[src/rtl/core/drq_pkg.sv]
`timescale 1ns / 1ps
// ----------------------------------------------------------------------------
// drq_pkg: shared types and constants of the deadline run queue scheduler
// Task and time widths, operation codes, sequencer states and the queue
// command word.
// ----------------------------------------------------------------------------
package drq_pkg;

   localparam int NUM_TASKS       = 16;
   localparam int TASK_BITS       = 4;
   localparam int CNT_BITS        = 5;
   localparam int TIME_BITS       = 48;
   localparam int SLICE_BITS      = 18;
   localparam int TICK_BITS       = 16;
   localparam int FACTOR_BITS     = 7;
   localparam int ELAPSED_BITS    = 24;
   localparam int ACT_BITS        = 2;
   localparam int CSR_IDX_BITS    = 1;
   localparam int CSR_DATA_BITS   = 16;

   localparam logic [TICK_BITS-1:0]   SLICE_TICKS_RESET = 16'd10000;
   localparam logic [FACTOR_BITS-1:0] FACTOR_RESET      = 7'd8;
   localparam logic [SLICE_BITS-1:0]  SLICE_MIN         = 18'h20000;

   // Input word actions.
   localparam logic [ACT_BITS-1:0] ACT_SCHEDULE = 2'd0;
   localparam logic [ACT_BITS-1:0] ACT_YIELD    = 2'd1;
   localparam logic [ACT_BITS-1:0] ACT_CHECK    = 2'd2;
   localparam logic [ACT_BITS-1:0] ACT_CLEAR    = 2'd3;

   // Configuration register indexes.
   localparam logic [CSR_IDX_BITS-1:0] CSR_SLICE_TICKS = 1'd0;
   localparam logic [CSR_IDX_BITS-1:0] CSR_FACTOR      = 1'd1;

   typedef enum logic [1:0] {
      ALU_ADD_SAT,
      ALU_MUL,
      ALU_LT
   } alu_op_type;

   typedef enum logic [1:0] {
      Q_NONE,
      Q_PUSH_BACK,
      Q_PUSH_FRONT,
      Q_REMOVE
   } q_op_type;

   typedef struct packed {
      q_op_type             op;
      logic [TASK_BITS-1:0] idx;
      logic [TASK_BITS-1:0] id;
   } q_cmd_type;

   typedef enum logic [4:0] {
      ST_IDLE,
      ST_DISPATCH,
      ST_CK_TEST,
      ST_Y_START,
      ST_Y_LOAD0,
      ST_Y_SCAN,
      ST_Y_STOP,
      ST_Y_PICK,
      ST_Y_F1,
      ST_Y_F2,
      ST_Y_END,
      ST_SCH_START,
      ST_SCH_FIND,
      ST_SCH_REFILL,
      ST_SCH_DL,
      ST_SCH_RUN,
      ST_SCH_U1,
      ST_SCH_U2,
      ST_CLR_FIND,
      ST_DONE
   } state_type;

endpackage

[src/rtl/core/drq_alu.sv]
`timescale 1ns / 1ps
// ----------------------------------------------------------------------------
// drq_alu: shared arithmetic unit
// One saturating time adder, one slice by factor multiplier and one magnitude
// compare, used by the sequencer one operation per cycle.
// ----------------------------------------------------------------------------
module drq_alu import drq_pkg::*; (
   input  alu_op_type           op,
   input  logic [TIME_BITS-1:0] a,
   input  logic [TIME_BITS-1:0] b,
   output logic [TIME_BITS-1:0] res,
   output logic                 lt
);

   logic [TIME_BITS:0]                   sum;
   logic [TICK_BITS+FACTOR_BITS-1:0]     prod;

   assign sum  = {1'b0, a} + {1'b0, b};
   assign prod = a[TICK_BITS-1:0] * b[FACTOR_BITS-1:0];
   assign lt   = (a < b);

   // Result select; time sums clamp at the all-ones value.
   always_comb begin
      unique case (op)
         ALU_ADD_SAT: res = sum[TIME_BITS] ? '1 : sum[TIME_BITS-1:0];
         ALU_MUL:     res = TIME_BITS'(prod);
         default:     res = '0;
      endcase
   end

endmodule

[src/rtl/core/drq_run_queue.sv]
`timescale 1ns / 1ps
// ----------------------------------------------------------------------------
// drq_run_queue: FIFO run queue of task numbers
// Ordered list with append, insert at head and removal at any position, each
// registered, and one read port at a chosen position.
// ----------------------------------------------------------------------------
module drq_run_queue import drq_pkg::*; (
   input  logic                 clock,
   input  logic                 reset,
   input  q_cmd_type            cmd,
   input  logic [TASK_BITS-1:0] rd_idx,
   output logic [TASK_BITS-1:0] rd_id,
   output logic [CNT_BITS-1:0]  count
);

   logic [TASK_BITS-1:0] q_ff [NUM_TASKS];
   logic [TASK_BITS-1:0] q_in [NUM_TASKS];
   logic [CNT_BITS-1:0]  count_ff;
   logic [CNT_BITS-1:0]  count_in;
   logic                 full;

   assign full  = (count_ff >= CNT_BITS'(NUM_TASKS));
   assign rd_id = q_ff[rd_idx];
   assign count = count_ff;

   // Next contents: every entry looks at its own neighbors and the command word only.
   always_comb begin
      q_in     = q_ff;
      count_in = count_ff;
      unique case (cmd.op)
         Q_PUSH_BACK: begin
            if (!full) begin
               q_in[count_ff[TASK_BITS-1:0]] = cmd.id;
               count_in = count_ff + 1'b1;
            end
         end
         Q_PUSH_FRONT: begin
            if (!full) begin
               for (int j = 1; j < NUM_TASKS; j++) begin
                  q_in[j] = q_ff[j-1];
               end
               q_in[0]  = cmd.id;
               count_in = count_ff + 1'b1;
            end
         end
         Q_REMOVE: begin
            if ({1'b0, cmd.idx} < count_ff) begin
               for (int j = 0; j < NUM_TASKS - 1; j++) begin
                  if (TASK_BITS'(j) >= cmd.idx) begin
                     q_in[j] = q_ff[j+1];
                  end
               end
               count_in = count_ff - 1'b1;
            end
         end
         default: ;
      endcase
   end

   always_ff @(posedge clock) begin
      q_ff <= q_in;
      if (reset) begin
         count_ff <= '0;
      end else begin
         count_ff <= count_in;
      end
   end

   // The fill count stays within the queue depth.
   a_count_range: assert property (@(posedge clock) disable iff (reset)
      count_ff <= CNT_BITS'(NUM_TASKS))
      else $error("run queue count beyond depth");

   // A removal inside the list shortens it by one.
   a_remove: assert property (@(posedge clock) disable iff (reset)
      (cmd.op == Q_REMOVE && {1'b0, cmd.idx} < count_ff) |=>
      count_ff == $past(count_ff) - 1'b1)
      else $error("run queue removal did not shorten the list");

   // An insertion at the head into a list with room lands the word at entry 0.
   a_push_front: assert property (@(posedge clock) disable iff (reset)
      (cmd.op == Q_PUSH_FRONT && !full) |=>
      (q_ff[0] == $past(cmd.id) && count_ff == $past(count_ff) + 1'b1))
      else $error("run queue head insertion lost");

endmodule

[src/rtl/core/deadline_run_queue_scheduler_top.sv]
`timescale 1ns / 1ps
// ----------------------------------------------------------------------------
// deadline_run_queue_scheduler_top: earliest deadline first task scheduler
// Sequencer, task tables and state around one shared arithmetic unit and the
// run queue.
// ----------------------------------------------------------------------------
// The block takes one request word at a time and answers each with one result
// word: a schedule request scans the run queue for the task one entry per cycle
// (up to 16) and then goes on to refill and deadline compares; a yield scans
// the queued deadlines one per cycle through the shared compare unit, with an
// extra step each time a new earliest deadline is found, plus bookkeeping. A
// checkpoint that yields runs both. req_stall is high from acceptance until the
// result word is placed in the output register, which holds it until taken.
// Configuration writes are always ready and take effect at once.
// ----------------------------------------------------------------------------
module deadline_run_queue_scheduler_top import drq_pkg::*; (
   input  logic                     clock,
   input  logic                     reset,
   input  logic                     req_valid,
   output logic                     req_stall,
   input  logic [ACT_BITS-1:0]      req_action,
   input  logic [TASK_BITS-1:0]     req_task_id,
   input  logic [ELAPSED_BITS-1:0]  req_elapsed,
   output logic                     rsp_valid,
   input  logic                     rsp_stall,
   output logic [TASK_BITS-1:0]     rsp_run_task,
   output logic                     rsp_run_valid,
   output logic                     rsp_queued,
   output logic                     rsp_force_switch,
   output logic                     rsp_preempt_flag,
   output logic                     rsp_check_flag,
   output logic                     rsp_switched,
   output logic [CNT_BITS-1:0]      rsp_waiting_count,
   input  logic                     csr_valid,
   output logic                     csr_ready,
   input  logic [CSR_IDX_BITS-1:0]  csr_index,
   input  logic [CSR_DATA_BITS-1:0] csr_data
);

   // Sequencer and configuration.
   state_type                state_ff, state_in;
   logic [TICK_BITS-1:0]     slice_ticks_ff;
   logic [FACTOR_BITS-1:0]   factor_ff;

   // Task tables.
   logic [SLICE_BITS-1:0]    slice_ff [NUM_TASKS];
   logic [TIME_BITS-1:0]     dl_ff    [NUM_TASKS];
   logic                     slice_we, dl_we;
   logic [SLICE_BITS-1:0]    slice_wdata;
   logic [TIME_BITS-1:0]     dl_wdata;

   // Scheduler state.
   logic [TIME_BITS-1:0]     vt_ff, vt_in;
   logic [TASK_BITS-1:0]     run_id_ff, run_id_in;
   logic                     run_v_ff, run_v_in;
   logic [TASK_BITS-1:0]     prev_id_ff, prev_id_in;
   logic                     prev_v_ff, prev_v_in;
   logic                     opaque_ff, opaque_in;
   logic                     pre_ff, pre_in;
   logic                     chk_ff, chk_in;
   logic                     swp_ff, swp_in;
   logic [TASK_BITS-1:0]     swid_ff, swid_in;

   // Per-word working registers.
   logic [ACT_BITS-1:0]      act_ff, act_in;
   logic [TASK_BITS-1:0]     tid_ff, tid_in;
   logic [ELAPSED_BITS-1:0]  elap_ff, elap_in;
   logic [TICK_BITS-1:0]     iv_ff, iv_in;
   logic                     queued_ff, queued_in;
   logic                     force_ff, force_in;
   logic                     switched_ff, switched_in;
   logic                     fast_ff, fast_in;
   logic [CNT_BITS-1:0]      scan_ff, scan_in;
   logic [TASK_BITS-1:0]     best_ff, best_in;
   logic [TIME_BITS-1:0]     bestdl_ff, bestdl_in;
   logic                     stop_ff, stop_in;
   logic [TIME_BITS-1:0]     tmp_ff, tmp_in;

   // Result word register.
   logic                     rsp_v_ff, rsp_v_in;
   logic [TASK_BITS-1:0]     o_task_ff, o_task_in;
   logic                     o_runv_ff, o_runv_in;
   logic                     o_queued_ff, o_queued_in;
   logic                     o_force_ff, o_force_in;
   logic                     o_pre_ff, o_pre_in;
   logic                     o_chk_ff, o_chk_in;
   logic                     o_sw_ff, o_sw_in;
   logic [CNT_BITS-1:0]      o_cnt_ff, o_cnt_in;

   // Shared unit and queue hookup.
   alu_op_type               alu_op;
   logic [TIME_BITS-1:0]     alu_a, alu_b, alu_res;
   logic                     alu_lt;
   q_cmd_type                q_cmd;
   logic [TASK_BITS-1:0]     q_rd_idx, q_rd_id;
   logic [CNT_BITS-1:0]      q_count;

   // Derived conditions.
   logic [TASK_BITS-1:0]     dl_addr;
   logic [TIME_BITS-1:0]     dl_rd;
   logic [SLICE_BITS-1:0]    slice_t;
   logic                     slice_depleted, slice_le_iv;
   logic [SLICE_BITS:0]      slice_sub;
   logic [SLICE_BITS-1:0]    slice_charged;
   logic                     holder, accept, scan_end, q_match, out_free;

   drq_alu u_alu (
      .op  (alu_op),
      .a   (alu_a),
      .b   (alu_b),
      .res (alu_res),
      .lt  (alu_lt)
   );

   drq_run_queue u_queue (
      .clock  (clock),
      .reset  (reset),
      .cmd    (q_cmd),
      .rd_idx (q_rd_idx),
      .rd_id  (q_rd_id),
      .count  (q_count)
   );

   assign req_stall = (state_ff != ST_IDLE);
   assign accept    = req_valid && !req_stall;
   assign csr_ready = 1'b1;
   assign out_free  = !rsp_v_ff || !rsp_stall;
   assign holder    = run_v_ff && (run_id_ff == tid_ff);
   assign scan_end  = (scan_ff >= q_count);
   assign q_match   = (q_rd_id == tid_ff);

   // Slice of the current task and its charged, clamped value.
   assign slice_t        = slice_ff[tid_ff];
   assign slice_depleted = slice_t[SLICE_BITS-1] || (slice_t == '0);
   assign slice_le_iv    = $signed({slice_t[SLICE_BITS-1], slice_t}) <=
                           $signed({{(SLICE_BITS+1-TICK_BITS){1'b0}}, iv_ff});
   assign slice_sub      = {slice_t[SLICE_BITS-1], slice_t} -
                           {{(SLICE_BITS+1-TICK_BITS){1'b0}}, iv_ff};
   assign slice_charged  = (slice_sub[SLICE_BITS] && !slice_sub[SLICE_BITS-1]) ?
                           SLICE_MIN : slice_sub[SLICE_BITS-1:0];

   // Queue read position.
   always_comb begin
      unique case (state_ff)
         ST_Y_LOAD0: q_rd_idx = '0;
         ST_Y_PICK:  q_rd_idx = best_ff;
         default:    q_rd_idx = scan_ff[TASK_BITS-1:0];
      endcase
   end

   // Deadline table read address, one per cycle.
   always_comb begin
      unique case (state_ff)
         ST_Y_LOAD0, ST_Y_SCAN: dl_addr = q_rd_id;
         ST_SCH_U1, ST_SCH_U2:  dl_addr = run_id_ff;
         default:               dl_addr = tid_ff;
      endcase
   end
   assign dl_rd = dl_ff[dl_addr];

   // Operands of the shared unit.
   always_comb begin
      alu_op = ALU_LT;
      alu_a  = '0;
      alu_b  = '0;
      unique case (state_ff)
         ST_DISPATCH: begin
            alu_a = TIME_BITS'(elap_ff);
            alu_b = TIME_BITS'(slice_ticks_ff);
         end
         ST_Y_START: begin
            alu_op = ALU_ADD_SAT;
            alu_a  = vt_ff;
            alu_b  = TIME_BITS'(iv_ff);
         end
         ST_Y_LOAD0: begin
            alu_a = vt_ff;
            alu_b = dl_rd;
         end
         ST_Y_SCAN: begin
            alu_a = dl_rd;
            alu_b = bestdl_ff;
         end
         ST_Y_STOP: begin
            alu_a = vt_ff;
            alu_b = bestdl_ff;
         end
         ST_Y_F1: begin
            alu_a = bestdl_ff;
            alu_b = vt_ff;
         end
         ST_Y_F2: begin
            alu_a = dl_rd;
            alu_b = bestdl_ff;
         end
         ST_SCH_REFILL: begin
            alu_op = ALU_MUL;
            alu_a  = TIME_BITS'(slice_ticks_ff);
            alu_b  = TIME_BITS'(factor_ff);
         end
         ST_SCH_DL: begin
            alu_op = ALU_ADD_SAT;
            alu_a  = vt_ff;
            alu_b  = tmp_ff;
         end
         ST_SCH_U1: begin
            alu_a = dl_rd;
            alu_b = tmp_ff;
         end
         ST_SCH_U2: begin
            alu_a = dl_rd;
            alu_b = vt_ff;
         end
         default: ;
      endcase
   end

   // Next state.
   always_comb begin
      state_in = state_ff;
      unique case (state_ff)
         ST_IDLE:     if (accept) state_in = ST_DISPATCH;
         ST_DISPATCH: begin
            unique case (act_ff)
               ACT_SCHEDULE: state_in = ST_SCH_START;
               ACT_YIELD:    state_in = (run_v_ff && (holder || opaque_ff)) ?
                                        ST_Y_START : ST_DONE;
               ACT_CHECK:    state_in = holder ? ST_CK_TEST : ST_DONE;
               default:      state_in = ST_CLR_FIND;
            endcase
         end
         ST_CK_TEST:  state_in = (pre_ff || slice_le_iv) ? ST_Y_START : ST_DONE;
         ST_Y_START:  state_in = (q_count == '0) ? ST_Y_END : ST_Y_LOAD0;
         ST_Y_LOAD0:  state_in = ST_Y_SCAN;
         ST_Y_SCAN: begin
            priority if (scan_end || stop_ff) state_in = ST_Y_PICK;
            else if (alu_lt)                  state_in = ST_Y_STOP;
            else                              state_in = ST_Y_SCAN;
         end
         ST_Y_STOP:   state_in = ST_Y_SCAN;
         ST_Y_PICK:   state_in = (opaque_ff || slice_depleted) ? ST_Y_END : ST_Y_F1;
         ST_Y_F1:     state_in = alu_lt ? ST_Y_END : ST_Y_F2;
         ST_Y_F2:     state_in = ST_Y_END;
         ST_Y_END:    state_in = (act_ff == ACT_CHECK) ? ST_SCH_START : ST_DONE;
         ST_SCH_START: state_in = holder ? ST_DONE : ST_SCH_FIND;
         ST_SCH_FIND: begin
            priority if (scan_end) state_in = ST_SCH_REFILL;
            else if (q_match)      state_in = ST_DONE;
            else                   state_in = ST_SCH_FIND;
         end
         ST_SCH_REFILL: state_in = slice_depleted ? ST_SCH_DL : ST_SCH_RUN;
         ST_SCH_DL:     state_in = ST_SCH_RUN;
         ST_SCH_RUN:    state_in = (!run_v_ff || opaque_ff) ? ST_DONE : ST_SCH_U1;
         ST_SCH_U1:     state_in = alu_lt ? ST_DONE : ST_SCH_U2;
         ST_SCH_U2:     state_in = ST_DONE;
         ST_CLR_FIND:   state_in = (scan_end || q_match) ? ST_DONE : ST_CLR_FIND;
         ST_DONE:       if (out_free) state_in = ST_IDLE;
         default:       state_in = ST_IDLE;
      endcase
   end

   // Datapath updates of each sequencer step.
   always_comb begin
      vt_in       = vt_ff;
      run_id_in   = run_id_ff;
      run_v_in    = run_v_ff;
      prev_id_in  = prev_id_ff;
      prev_v_in   = prev_v_ff;
      opaque_in   = opaque_ff;
      pre_in      = pre_ff;
      chk_in      = chk_ff;
      swp_in      = swp_ff;
      swid_in     = swid_ff;
      act_in      = act_ff;
      tid_in      = tid_ff;
      elap_in     = elap_ff;
      iv_in       = iv_ff;
      queued_in   = queued_ff;
      force_in    = force_ff;
      switched_in = switched_ff;
      fast_in     = fast_ff;
      scan_in     = scan_ff;
      best_in     = best_ff;
      bestdl_in   = bestdl_ff;
      stop_in     = stop_ff;
      tmp_in      = tmp_ff;
      slice_we    = 1'b0;
      slice_wdata = slice_charged;
      dl_we       = 1'b0;
      dl_wdata    = alu_res;
      q_cmd.op    = Q_NONE;
      q_cmd.idx   = scan_ff[TASK_BITS-1:0];
      q_cmd.id    = tid_ff;
      rsp_v_in    = rsp_v_ff && rsp_stall;
      o_task_in   = o_task_ff;
      o_runv_in   = o_runv_ff;
      o_queued_in = o_queued_ff;
      o_force_in  = o_force_ff;
      o_pre_in    = o_pre_ff;
      o_chk_in    = o_chk_ff;
      o_sw_in     = o_sw_ff;
      o_cnt_in    = o_cnt_ff;

      unique case (state_ff)
         ST_IDLE: begin
            if (accept) begin
               act_in  = req_action;
               tid_in  = req_task_id;
               elap_in = req_elapsed;
            end
         end
         ST_DISPATCH: begin
            iv_in       = alu_lt ? elap_ff[TICK_BITS-1:0] : slice_ticks_ff;
            queued_in   = 1'b0;
            force_in    = 1'b0;
            switched_in = 1'b0;
            fast_in     = 1'b0;
            scan_in     = '0;
            unique case (act_ff)
               ACT_YIELD: fast_in = 1'b1;
               ACT_CHECK: begin
                  if (holder) begin
                     prev_v_in = 1'b0;
                     swp_in    = 1'b0;
                     chk_in    = 1'b0;
                  end
               end
               ACT_CLEAR: begin
                  if (holder) begin
                     opaque_in = 1'b1;
                  end else if (prev_v_ff && prev_id_ff == tid_ff) begin
                     prev_v_in = 1'b0;
                  end
                  if (swp_ff && swid_ff == tid_ff) begin
                     swp_in = 1'b0;
                  end
                  slice_we    = 1'b1;
                  slice_wdata = '0;
                  dl_we       = 1'b1;
                  dl_wdata    = '0;
               end
               default: ;
            endcase
         end
         ST_CK_TEST: begin
            if (pre_ff || slice_le_iv) switched_in = 1'b1;
         end
         ST_Y_START: begin
            if (!opaque_ff) begin
               vt_in    = alu_res;
               slice_we = 1'b1;
            end
            pre_in    = 1'b0;
            chk_in    = 1'b0;
            prev_v_in = 1'b0;
            swp_in    = 1'b0;
            if (!opaque_ff && fast_ff) begin
               prev_id_in = tid_ff;
               prev_v_in  = 1'b1;
            end
            if (q_count == '0) begin
               run_v_in  = 1'b0;
               run_id_in = '0;
            end
            scan_in = CNT_BITS'(1);
            best_in = '0;
         end
         ST_Y_LOAD0: begin
            bestdl_in = dl_rd;
            stop_in   = !alu_lt;
         end
         ST_Y_SCAN: begin
            if (!(scan_end || stop_ff)) begin
               scan_in = scan_ff + 1'b1;
               if (alu_lt) begin
                  best_in   = scan_ff[TASK_BITS-1:0];
                  bestdl_in = dl_rd;
               end
            end
         end
         ST_Y_STOP: stop_in = !alu_lt;
         ST_Y_PICK: begin
            q_cmd.op  = Q_REMOVE;
            q_cmd.idx = best_ff;
            run_id_in = q_rd_id;
            run_v_in  = 1'b1;
            if (!opaque_ff && slice_depleted) begin
               force_in = 1'b1;
               swp_in   = 1'b1;
               swid_in  = tid_ff;
            end
         end
         ST_Y_F1: begin
            if (alu_lt) begin
               force_in = 1'b1;
               swp_in   = 1'b1;
               swid_in  = tid_ff;
            end
         end
         ST_Y_F2: begin
            if (!alu_lt) begin
               force_in = 1'b1;
               swp_in   = 1'b1;
               swid_in  = tid_ff;
            end
         end
         ST_Y_END: opaque_in = 1'b0;
         ST_SCH_START: begin
            if (holder) begin
               prev_v_in = 1'b0;
               swp_in    = 1'b0;
            end
            scan_in = '0;
         end
         ST_SCH_FIND: begin
            if (!scan_end) scan_in = scan_ff + 1'b1;
         end
         ST_SCH_REFILL: begin
            tmp_in = alu_res;
            if (slice_depleted) begin
               slice_we    = 1'b1;
               slice_wdata = SLICE_BITS'(slice_ticks_ff);
            end
         end
         ST_SCH_DL: dl_we = 1'b1;
         ST_SCH_RUN: begin
            priority if (!run_v_ff) begin
               run_id_in = tid_ff;
               run_v_in  = 1'b1;
               prev_v_in = 1'b0;
               swp_in    = 1'b0;
            end else if (opaque_ff) begin
               chk_in    = 1'b1;
               q_cmd.op  = Q_PUSH_BACK;
               queued_in = 1'b1;
            end else begin
               tmp_in = dl_rd;
            end
         end
         ST_SCH_U1: begin
            if (alu_lt) begin
               chk_in    = 1'b1;
               q_cmd.op  = Q_PUSH_BACK;
               queued_in = 1'b1;
            end
         end
         ST_SCH_U2: begin
            priority if (alu_lt) begin
               chk_in    = 1'b1;
               q_cmd.op  = Q_PUSH_BACK;
               queued_in = 1'b1;
            end else if (prev_v_ff) begin
               // Snatch: the displaced grantee goes back to the queue head.
               q_cmd.op  = Q_PUSH_FRONT;
               q_cmd.id  = run_id_ff;
               run_id_in = tid_ff;
               prev_v_in = 1'b0;
               swp_in    = 1'b0;
            end else begin
               pre_in    = 1'b1;
               q_cmd.op  = Q_PUSH_BACK;
               queued_in = 1'b1;
            end
         end
         ST_CLR_FIND: begin
            if (!scan_end) begin
               scan_in = scan_ff + 1'b1;
               if (q_match) q_cmd.op = Q_REMOVE;
            end
         end
         ST_DONE: begin
            if (out_free) begin
               rsp_v_in    = 1'b1;
               o_task_in   = run_v_ff ? run_id_ff : '0;
               o_runv_in   = run_v_ff;
               o_queued_in = queued_ff;
               o_force_in  = force_ff;
               o_pre_in    = pre_ff;
               o_chk_in    = chk_ff;
               o_sw_in     = switched_ff;
               o_cnt_in    = q_count;
            end
         end
         default: ;
      endcase
   end

   // Task tables, written only at the current task.
   always_ff @(posedge clock) begin
      if (reset) begin
         for (int i = 0; i < NUM_TASKS; i++) begin
            slice_ff[i] <= '0;
            dl_ff[i]    <= '0;
         end
      end else begin
         if (slice_we) slice_ff[tid_ff] <= slice_wdata;
         if (dl_we)    dl_ff[tid_ff]    <= dl_wdata;
      end
   end

   // Control and scheduler state.
   always_ff @(posedge clock) begin
      if (reset) begin
         state_ff       <= ST_IDLE;
         slice_ticks_ff <= SLICE_TICKS_RESET;
         factor_ff      <= FACTOR_RESET;
         vt_ff          <= '0;
         run_id_ff      <= '0;
         run_v_ff       <= 1'b0;
         prev_id_ff     <= '0;
         prev_v_ff      <= 1'b0;
         opaque_ff      <= 1'b0;
         pre_ff         <= 1'b0;
         chk_ff         <= 1'b0;
         swp_ff         <= 1'b0;
         swid_ff        <= '0;
         rsp_v_ff       <= 1'b0;
      end else begin
         state_ff   <= state_in;
         vt_ff      <= vt_in;
         run_id_ff  <= run_id_in;
         run_v_ff   <= run_v_in;
         prev_id_ff <= prev_id_in;
         prev_v_ff  <= prev_v_in;
         opaque_ff  <= opaque_in;
         pre_ff     <= pre_in;
         chk_ff     <= chk_in;
         swp_ff     <= swp_in;
         swid_ff    <= swid_in;
         rsp_v_ff   <= rsp_v_in;
         if (csr_valid && csr_ready) begin
            unique case (csr_index)
               CSR_SLICE_TICKS: slice_ticks_ff <= csr_data[TICK_BITS-1:0];
               default:         factor_ff      <= csr_data[FACTOR_BITS-1:0];
            endcase
         end
      end
   end

   // Working and result payload registers.
   always_ff @(posedge clock) begin
      act_ff      <= act_in;
      tid_ff      <= tid_in;
      elap_ff     <= elap_in;
      iv_ff       <= iv_in;
      queued_ff   <= queued_in;
      force_ff    <= force_in;
      switched_ff <= switched_in;
      fast_ff     <= fast_in;
      scan_ff     <= scan_in;
      best_ff     <= best_in;
      bestdl_ff   <= bestdl_in;
      stop_ff     <= stop_in;
      tmp_ff      <= tmp_in;
      o_task_ff   <= o_task_in;
      o_runv_ff   <= o_runv_in;
      o_queued_ff <= o_queued_in;
      o_force_ff  <= o_force_in;
      o_pre_ff    <= o_pre_in;
      o_chk_ff    <= o_chk_in;
      o_sw_ff     <= o_sw_in;
      o_cnt_ff    <= o_cnt_in;
   end

   assign rsp_valid         = rsp_v_ff;
   assign rsp_run_task      = o_task_ff;
   assign rsp_run_valid     = o_runv_ff;
   assign rsp_queued        = o_queued_ff;
   assign rsp_force_switch  = o_force_ff;
   assign rsp_preempt_flag  = o_pre_ff;
   assign rsp_check_flag    = o_chk_ff;
   assign rsp_switched      = o_sw_ff;
   assign rsp_waiting_count = o_cnt_ff;

   // With no grant the grant number rests at zero.
   a_idle_grant: assert property (@(posedge clock) disable iff (reset)
      !run_v_ff |-> run_id_ff == '0)
      else $error("grant number set without a grant");

   // A new result word only appears out of the final step.
   a_result_src: assert property (@(posedge clock) disable iff (reset)
      $rose(rsp_v_ff) |-> $past(state_ff == ST_DONE))
      else $error("result word raised outside the final step");

   // The final step hands off and returns to idle once the output is free.
   a_done_exit: assert property (@(posedge clock) disable iff (reset)
      (state_ff == ST_DONE && out_free) |=> (state_ff == ST_IDLE && rsp_v_ff))
      else $error("final step did not hand off its word");

endmodule

[config.mk]
export PLATFORM = sky130hd
export DESIGN_NAME = deadline_run_queue_scheduler_top
export DESIGN_NICKNAME = d
export VERILOG_FILES = /design/src/rtl/core/drq_pkg.sv /design/src/rtl/core/drq_alu.sv /design/src/rtl/core/drq_run_queue.sv /design/src/rtl/core/deadline_run_queue_scheduler_top.sv
export SDC_FILE = /design/constraint.sdc
export NUM_CORES = 2
export LEC_CHECK = 0
export BUFFER_PORTS_ARGS = -buffer_cell sky130_fd_sc_hd__buf_2
export CAP_MARGIN = 15
export CORE_MARGIN = 3
export CORE_UTILIZATION = 30
export DETAILED_ROUTE_END_ITERATION = 10
export GPL_ROUTABILITY_DRIVEN = 1
export SETUP_SLACK_MARGIN = 0.4
export SLEW_MARGIN = 20
export SYNTH_ARGS = -nofsm -noshare
export SYNTH_HDL_FRONTEND = slang
export SYNTH_SLANG_ARGS = --single-unit
export TNS_END_PERCENT = 30
[constraint.sdc]
create_clock -name clock -period 25.8 [get_ports clock]
set_input_delay 2.58 -clock clock [delete_from_list [all_inputs] [get_ports clock]]
set_output_delay 2.58 -clock clock [all_outputs]
set_load 0.02 [all_outputs]
; ---- Word-level counts from Yosys, hierarchy flattened
; Memories as Yosys holds them, arrays and structs flattened. A register that Yosys moved wholly into a read port is not among the register bits.
; Index checks and enable logic that the tools add are counted.
[classes]
addsub = 5
multipliers = 1
magnitude_cmp = 23
eq_ne = 74
mux = 144
bitwise_logic = 4
n_reduce_logical = 98
[op_table]
columns = op, n
row1 = 2-to-1 mux 48 bit, 8
row2 = case mux 48 bit (7 select lines), 1
row3 = case mux 48 bit (2 select lines), 3
row4 = case mux 48 bit (5 select lines), 1
row5 = case mux 60 bit (3 select lines), 1
row6 = 2-to-1 mux 4 bit, 32
row7 = 2-to-1 mux 64 bit, 2
row8 = case mux 5 bit (19 select lines), 1
row9 = AND reduction 5 bit, 17
row10 = 2-to-1 mux 18 bit, 4
row11 = 2-to-1 mux 5 bit, 13
row12 = bitwise mux 64 bit, 1
row13 = 2-to-1 mux 60 bit, 1
row14 = adder 48 x 48 -> 49 bit, 1
row15 = < comparator 48 bit, 1
row16 = != test 2 bit (second input constant), 24
row17 = OR reduction 48 bit, 1
row18 = equality test 5 x 4 -> 1 bit (second input constant), 8
row19 = 2-to-1 mux 1 bit, 40
row20 = case mux 18 bit (2 select lines), 1
row21 = != test 2 x 1 -> 1 bit (second input constant), 17
row22 = case mux 4 bit (2 select lines), 4
row23 = >= comparator 4 bit (first input constant), 7
row24 = AND reduction 3 bit, 8
row25 = 53 further kinds, 152
[totals]
ff_bits = 330
ram_bits = 1056
in_bits = 52
output_inout_bits = 18
word_cells = 401
mem_count = 2
[mem_list]
columns = name, words, width, rd, rd_clocked_by_memory_dff, wr, line
row1 = dl_ff, 16, 48, 1, 0, 16, deadline_run_queue_scheduler_top.sv:47  ; logic [TIME_BITS-1:0] dl_ff [NUM_TASKS];
row2 = slice_ff, 16, 18, 1, 1, 16, deadline_run_queue_scheduler_top.sv:46  ; logic [SLICE_BITS-1:0] slice_ff [NUM_TASKS];

; ---- Logic depth before layout (Yosys ltp)
; An unclocked memory read counts as a cell.
[logic_depth]
depth_word = 16
mapped_depth = 41
depth_no_buf = 32

; ---- Hierarchy
; From an unflattened synthesis, not the netlist that was laid out.
[hier_totals]
cells_unflattened = 6009
hier_area_um2 = 72393.2
[modules_own_cells]
columns = mod, instances, cells_each, area_each_um2, seq_area_each_um2
row1 = deadline_run_queue_scheduler_top, 1, 4525, 59997.5, 38727.1
row2 = drq_alu, 1, 1115, 8211.6, 0.0
row3 = drq_run_queue, 1, 369, 4184.0, 2021.9

; ---- Least setup slack after synthesis
; No wires, ideal clock.
[synth_path]
kind = reg2reg
from = reg state_ff[3]
to = mem dl_ff[10][19] (data pin)
setup_time_ps = 266
arrival_time_ps = 8574
required_time_ps = 25534
path_slack_ps = 16960
path_stages_with_launch = 37
path_buffers = 7
period_less_slack_ps = 8840
cell_sequence = dfxtp_1 -> buf_2 -> or3b_1 -> buf_2 -> o21ai_2 -> and2_4 -> buf_6 -> o22ai_1 -> a22o_1 -> o31a_4 -> nand2_2 -> buf_6 -> buf_6 -> mux4_2 -> mux2_2 -> a21oi_1 -> buf_2 -> nand2_1 -> ha_1 -> fa_1 -> fa_1 -> fa_1 -> inv_1 -> fa_1 -> inv_1 -> ha_1 -> nand2_1 -> nor3_1 -> a21o_1 -> o41ai_1 -> o21ai_0 -> a31oi_1 -> nor2b_1 -> xnor2_1 -> a22oi_1 -> clkbuf_1 -> nor2_1
[synth_rtl]
columns = element, line
row1 = from (decl), deadline_run_queue_scheduler_top.sv:41  ; state_type state_ff, state_in;
row2 = from (signal assigned), deadline_run_queue_scheduler_top.sv:519  ; state_ff <= state_in;
row3 = to (decl), deadline_run_queue_scheduler_top.sv:47

; ---- Worst setup path after layout
[layout_path]
from = reg state_ff[1]
to = reg u_queue.q_ff[61] in the netlist's numbering, enable pin
[layout_between]
elab_chain_cells = 15
word_cells_on_any_way = 49
cone_classes = order compare (3) / eq/ne (22) / mux (13) / bitwise (1) / reduce/logical (9) / memory (1)
[layout_rtl]
columns = element, line
row1 = equality test 5 x 3 -> 1 bit (on tied branches), -
row2 = case mux 4 bit (2 select lines), deadline_run_queue_scheduler_top.sv:144  ; unique case (state_ff)
row3 = inverter 4 -> 5 bit (implied by the code), drq_run_queue.sv:23  ; assign rd_id = q_ff[rd_idx];
row4 = binary-select mux 4 bit (select 4 bit), drq_run_queue.sv:23
row5 = 2-to-1 mux 4 bit (implied by the code) (2 in series), drq_run_queue.sv:23
row6 = case mux 4 bit (2 select lines), deadline_run_queue_scheduler_top.sv:153  ; unique case (state_ff)
row7 = memory (16 x 48 bit), -
row8 = case mux 48 bit (7 select lines) / case mux 48 bit (5 select lines) (equally long branches), deadline_run_queue_scheduler_top.sv:166  ; unique case (state_ff)
row9 = < comparator 48 bit, drq_alu.sv:20  ; assign lt = (a < b);
row10 = 2-to-1 mux 2 bit / 2-to-1 mux 1 bit (equally long branches), "deadline_run_queue_scheduler_top.sv:448, deadline_run_queue_scheduler_top.sv:441"
row11 = case mux 2 bit (5 select lines), deadline_run_queue_scheduler_top.sv:304  ; unique case (state_ff)
row12 = equality test 2 bit / equality test 2 x 1 -> 1 bit (equally long branches), drq_run_queue.sv:30  ; unique case (cmd.op)
row13 = "!= test 2 x 1 -> 1 bit (no line), or another cell as far along", -
row14 = AND reduction 5 bit (no line) *, -
row15 = to (signal assigned), drq_run_queue.sv:61  ; q_ff <= q_in;
row16 = to (decl), drq_run_queue.sv:16  ; logic [TASK_BITS-1:0] q_ff [NUM_TASKS];
; Every way passes the cells marked *; elsewhere a longest branch is shown, timed or not. The select of a mux whose other input is x is not followed.
; A chain may end at the register's enable or synchronous reset.

==> flow_summary_export.csv <==
group,metric,value,unit
status,status,"finished, final reports clean",
setup_path,cp_max_fo,118,
final_layout,num-fill-cells,24389,
route,ant_nets,0,
die,fp.dieH,504.8,µm
route,vias,58816,
synthesis,ys_top_cells_by_count,"nor2_1, edfxtp_1, nand2_1",
timing,slew_violations,0,
place,hpwl,181000,µm
die,ios,70,
setup_path,reg2reg_depth,30,
timing,clock_skew,0.05366,ns
route,met1_length,112900,µm
cts,cts-resized-gates,0,
route,drtIter0Drc,8781,
setup_path,r2r_end,"u_queue.q_ff[61]",
route,routed.top_layer,"met5",
timing,worst_pin_slew,1.222,ns
route,drc,0,
cts,clkTransAtPathRegs,0.06,ns
route,post_drt_via_cell_ratio,5.824,
timing,period_minus_slack,12.72,ns
synthesis,synth_seq_cells,1390,
route,wl_met2,124600,µm
flow_run,max-cap-violations,0,
setup_path,endpoint_kind,"flop",
timing,setup_tns,0,ns
cts,root_buffer,"clkbuf_16",
cts,post_cts_buffers,0,
setup_path,worst_ep_required_time,26.22,ns
cts,clockBufferDepth,3,
grt,first_global_vias,56835,
synthesis,synth.yosys.seq_area_share,0.5460,
synthesis,ys_warn_count,0,
place,dp_slack,13.36,ns
grt,overflow,0,
final_layout,drive_gt1_frac,0.1206,
synthesis,synth-main-ff-cell,"edfxtp_1",
setup_path,timing.rr.start,"state_ff[1]",
timing,hold_violations,0,
setup_path,slowest_stage,"a221oi_1",
cts,clk_latency,0.83,ns
synthesis,synth_area_per_cell,11.02,µm²
grt,grt_max_degree,122,
synthesis,yosysMostFrequentCell,"nor2_1",
die,start_util,0.3026,
power_and_ir_drop,powerDensity,110.4,mW/mm²
grt,track_usage,0.2164,
die,fp.coreArea,0.2466,mm²
synthesis,synth_fp_nets,7064,
die,die_area,0.2548,mm²
final_layout,syn2layout_area_growth,12.09,%
route,wirelength,285700,µm
power_and_ir_drop,power,0.009235,W
synthesis,async_reset_ff_frac,0,
timing,whs,0.4457,ns
synthesis,synth_edf_count,1291,
timing,slew-limit-headroom,0.1856,
power_and_ir_drop,vdd_drop_max,0.1077,mV
timing,rsz0062_at_grt,"no",
synthesis,post_synth_num_cell_types,108,
die,row_count,182,
timing,final-setup-viol-count,0,
synthesis,syn_area,0.07464,mm²
power_and_ir_drop,p_leak,29.62,nW
min_path,hp-class,"flop to flop",
setup_path,cp_slowest_stage_delay,0.99,ns
final_layout,nets,6946,
cts,h-tree-depth,4,
synthesis,synth_top_area_cell,"edfxtp_1",
cts,cts_tree,"yes",
timing,period_share,0.4929,
setup_path,reg2reg_slack,13.08,ns
cts,numCtsBuffers,151,
route,wl_per_cell,28.29,µm
cts,cts.sinks,1390,
setup_path,timing.critical_path.buf_inv,5,
setup_path,critPathTopFamily,"compound AO/OA/AOI/OAI gates",
min_path,hold_path_startpoint,"force_ff",
route,met3WireLength,33780,µm
min_path,holdPathStages,0,
grt,grt_pass1_wl,409000,µm
final_layout,finish.utilization,0.3392,
synthesis,yosysTopAreaCellShare,0.5194,
timing,max_freq,78.64,MHz
timing,setup_ws,13.08,ns
min_path,whs_endpoint,"rsp_force_switch",
setup_path,cp.arrival,13.13,ns
grt,antenna_found_initial,10,
route,drt_first_pass_iters,8,
cts,hold_buffers,0,
place,gp_congestion,0.9851,
setup_path,cp-start-kind,"flop",
setup_path,crit_type,"flop to flop",
synthesis,syn_inst,6771,
place,numPortBuffers,68,
die,die_x,504.8,µm
synthesis,ys_top_cells_by_area,"edfxtp_1, nor2_1, mux4_2",
## sequential cells by signal, indices dropped and copies added (netlist names), 7 cells and up, named ones only
| register | flops |
|---|---|
| vt_ff | 48 |
| tmp_ff | 48 |
| factor_ff | 7 |
| u_queue.q_ff | 64 |
| slice_ticks_ff | 16 |
| iv_ff | 16 |
| dl_ff | 768 |
| slice_ff | 288 |
| elap_ff | 24 |
| bestdl_ff | 48 |
## through the flow
| stage | cell area, µm² | std cells |
|---|---|---|
| finish | 83660 | 10099 |
| global placement | 78680 | 9806 |
| detailed placement | 78730 | 9809 |
| floorplan | 74640 | 6771 |
| global route | 83650 | 10095 |
| CTS | 83600 | 10092 |
## how the worst max path moves through the flow
stage	from	endpoint	cells after the start
2_1_floorplan	state_ff[3]	dl_ff[10][19]	36
6_report	state_ff[1]	u_queue.q_ff[61]	30
5_1_grt	state_ff[1]	u_queue.q_ff[61]	31
4_1_cts	state_ff[1]	u_queue.q_ff[61]	31
3_3_place_gp	state_ff[1]	u_queue.q_ff[60]	31
3_5_place_dp	state_ff[1]	u_queue.q_ff[60]	31
## per-layer routing
layer  up-vias  GRT usage
li1      24853          -
met1     29333     0.2930
met2      3881     0.3278
met3       745    0.05232
met4         4    0.09673
met5         -          0
## power breakdown
part           internal (W)  leakage (nW)  switching [W]
Combinational       0.00134          13.5        0.00297
Clock               0.00122          2.38       0.000953
Sequential          0.00264          13.7       0.000110
Total               0.00521          29.6        0.00403
## cell usage in the layout (no fill, tap or decap), types with 26 or more instances in the layout
cell	count
nand2b_1	48
xnor2_1	59
inv_1	184
nor3_1	109
mux4_2	107
edfxtp_1	1291
clkbuf_1	42
a221o_1	63
a222oi_1	51
o31ai_1	43
ha_1	167
nor2_1	1353
mux2_2	56
buf_4	191
a22oi_1	127
a22o_1	31
and2_1	41
clkinv_1	26
o21bai_1	31
nor2b_1	30
o221ai_1	41
dfxtp_1	97
buf_2	71
a211oi_1	146
nand2_1	490
o21ai_0	208
o211ai_1	38
nand3_1	129
and3_1	113
a21oi_1	250
clkinv_2	26
a221oi_1	26
clkbuf_16	153
fa_1	72
a31oi_1	31
mux2i_1	164
o22ai_1	29
a211o_1	32
a21o_1	70
## logic make-up after synthesis
kind of cell	after synthesis	synth area share
fa+ha+maj	241	0.04764
xor+xnor	84	0.009857
buf+inv	728	0.04166
flops	1390	0.5460
mux	340	0.06462
simple gates	2482	0.1422
compound gates	1505	0.1480
other cells	1	0.00005024
## area by class of cell
type                       instances  area (µm²)  share of cell area
clock inverter                    75       708.2            0.008465
antenna                            4       10.01           0.0001196
multi-input combinational       4653       31300              0.3741
inverter                         191       718.2            0.008585
tap                             3312        4144             0.04953
timing repair buffer             266        1861             0.02224
sequential                      1390       40750              0.4871
clock buffer                     208        4165             0.04979
(Power assumes the default switching activity.)
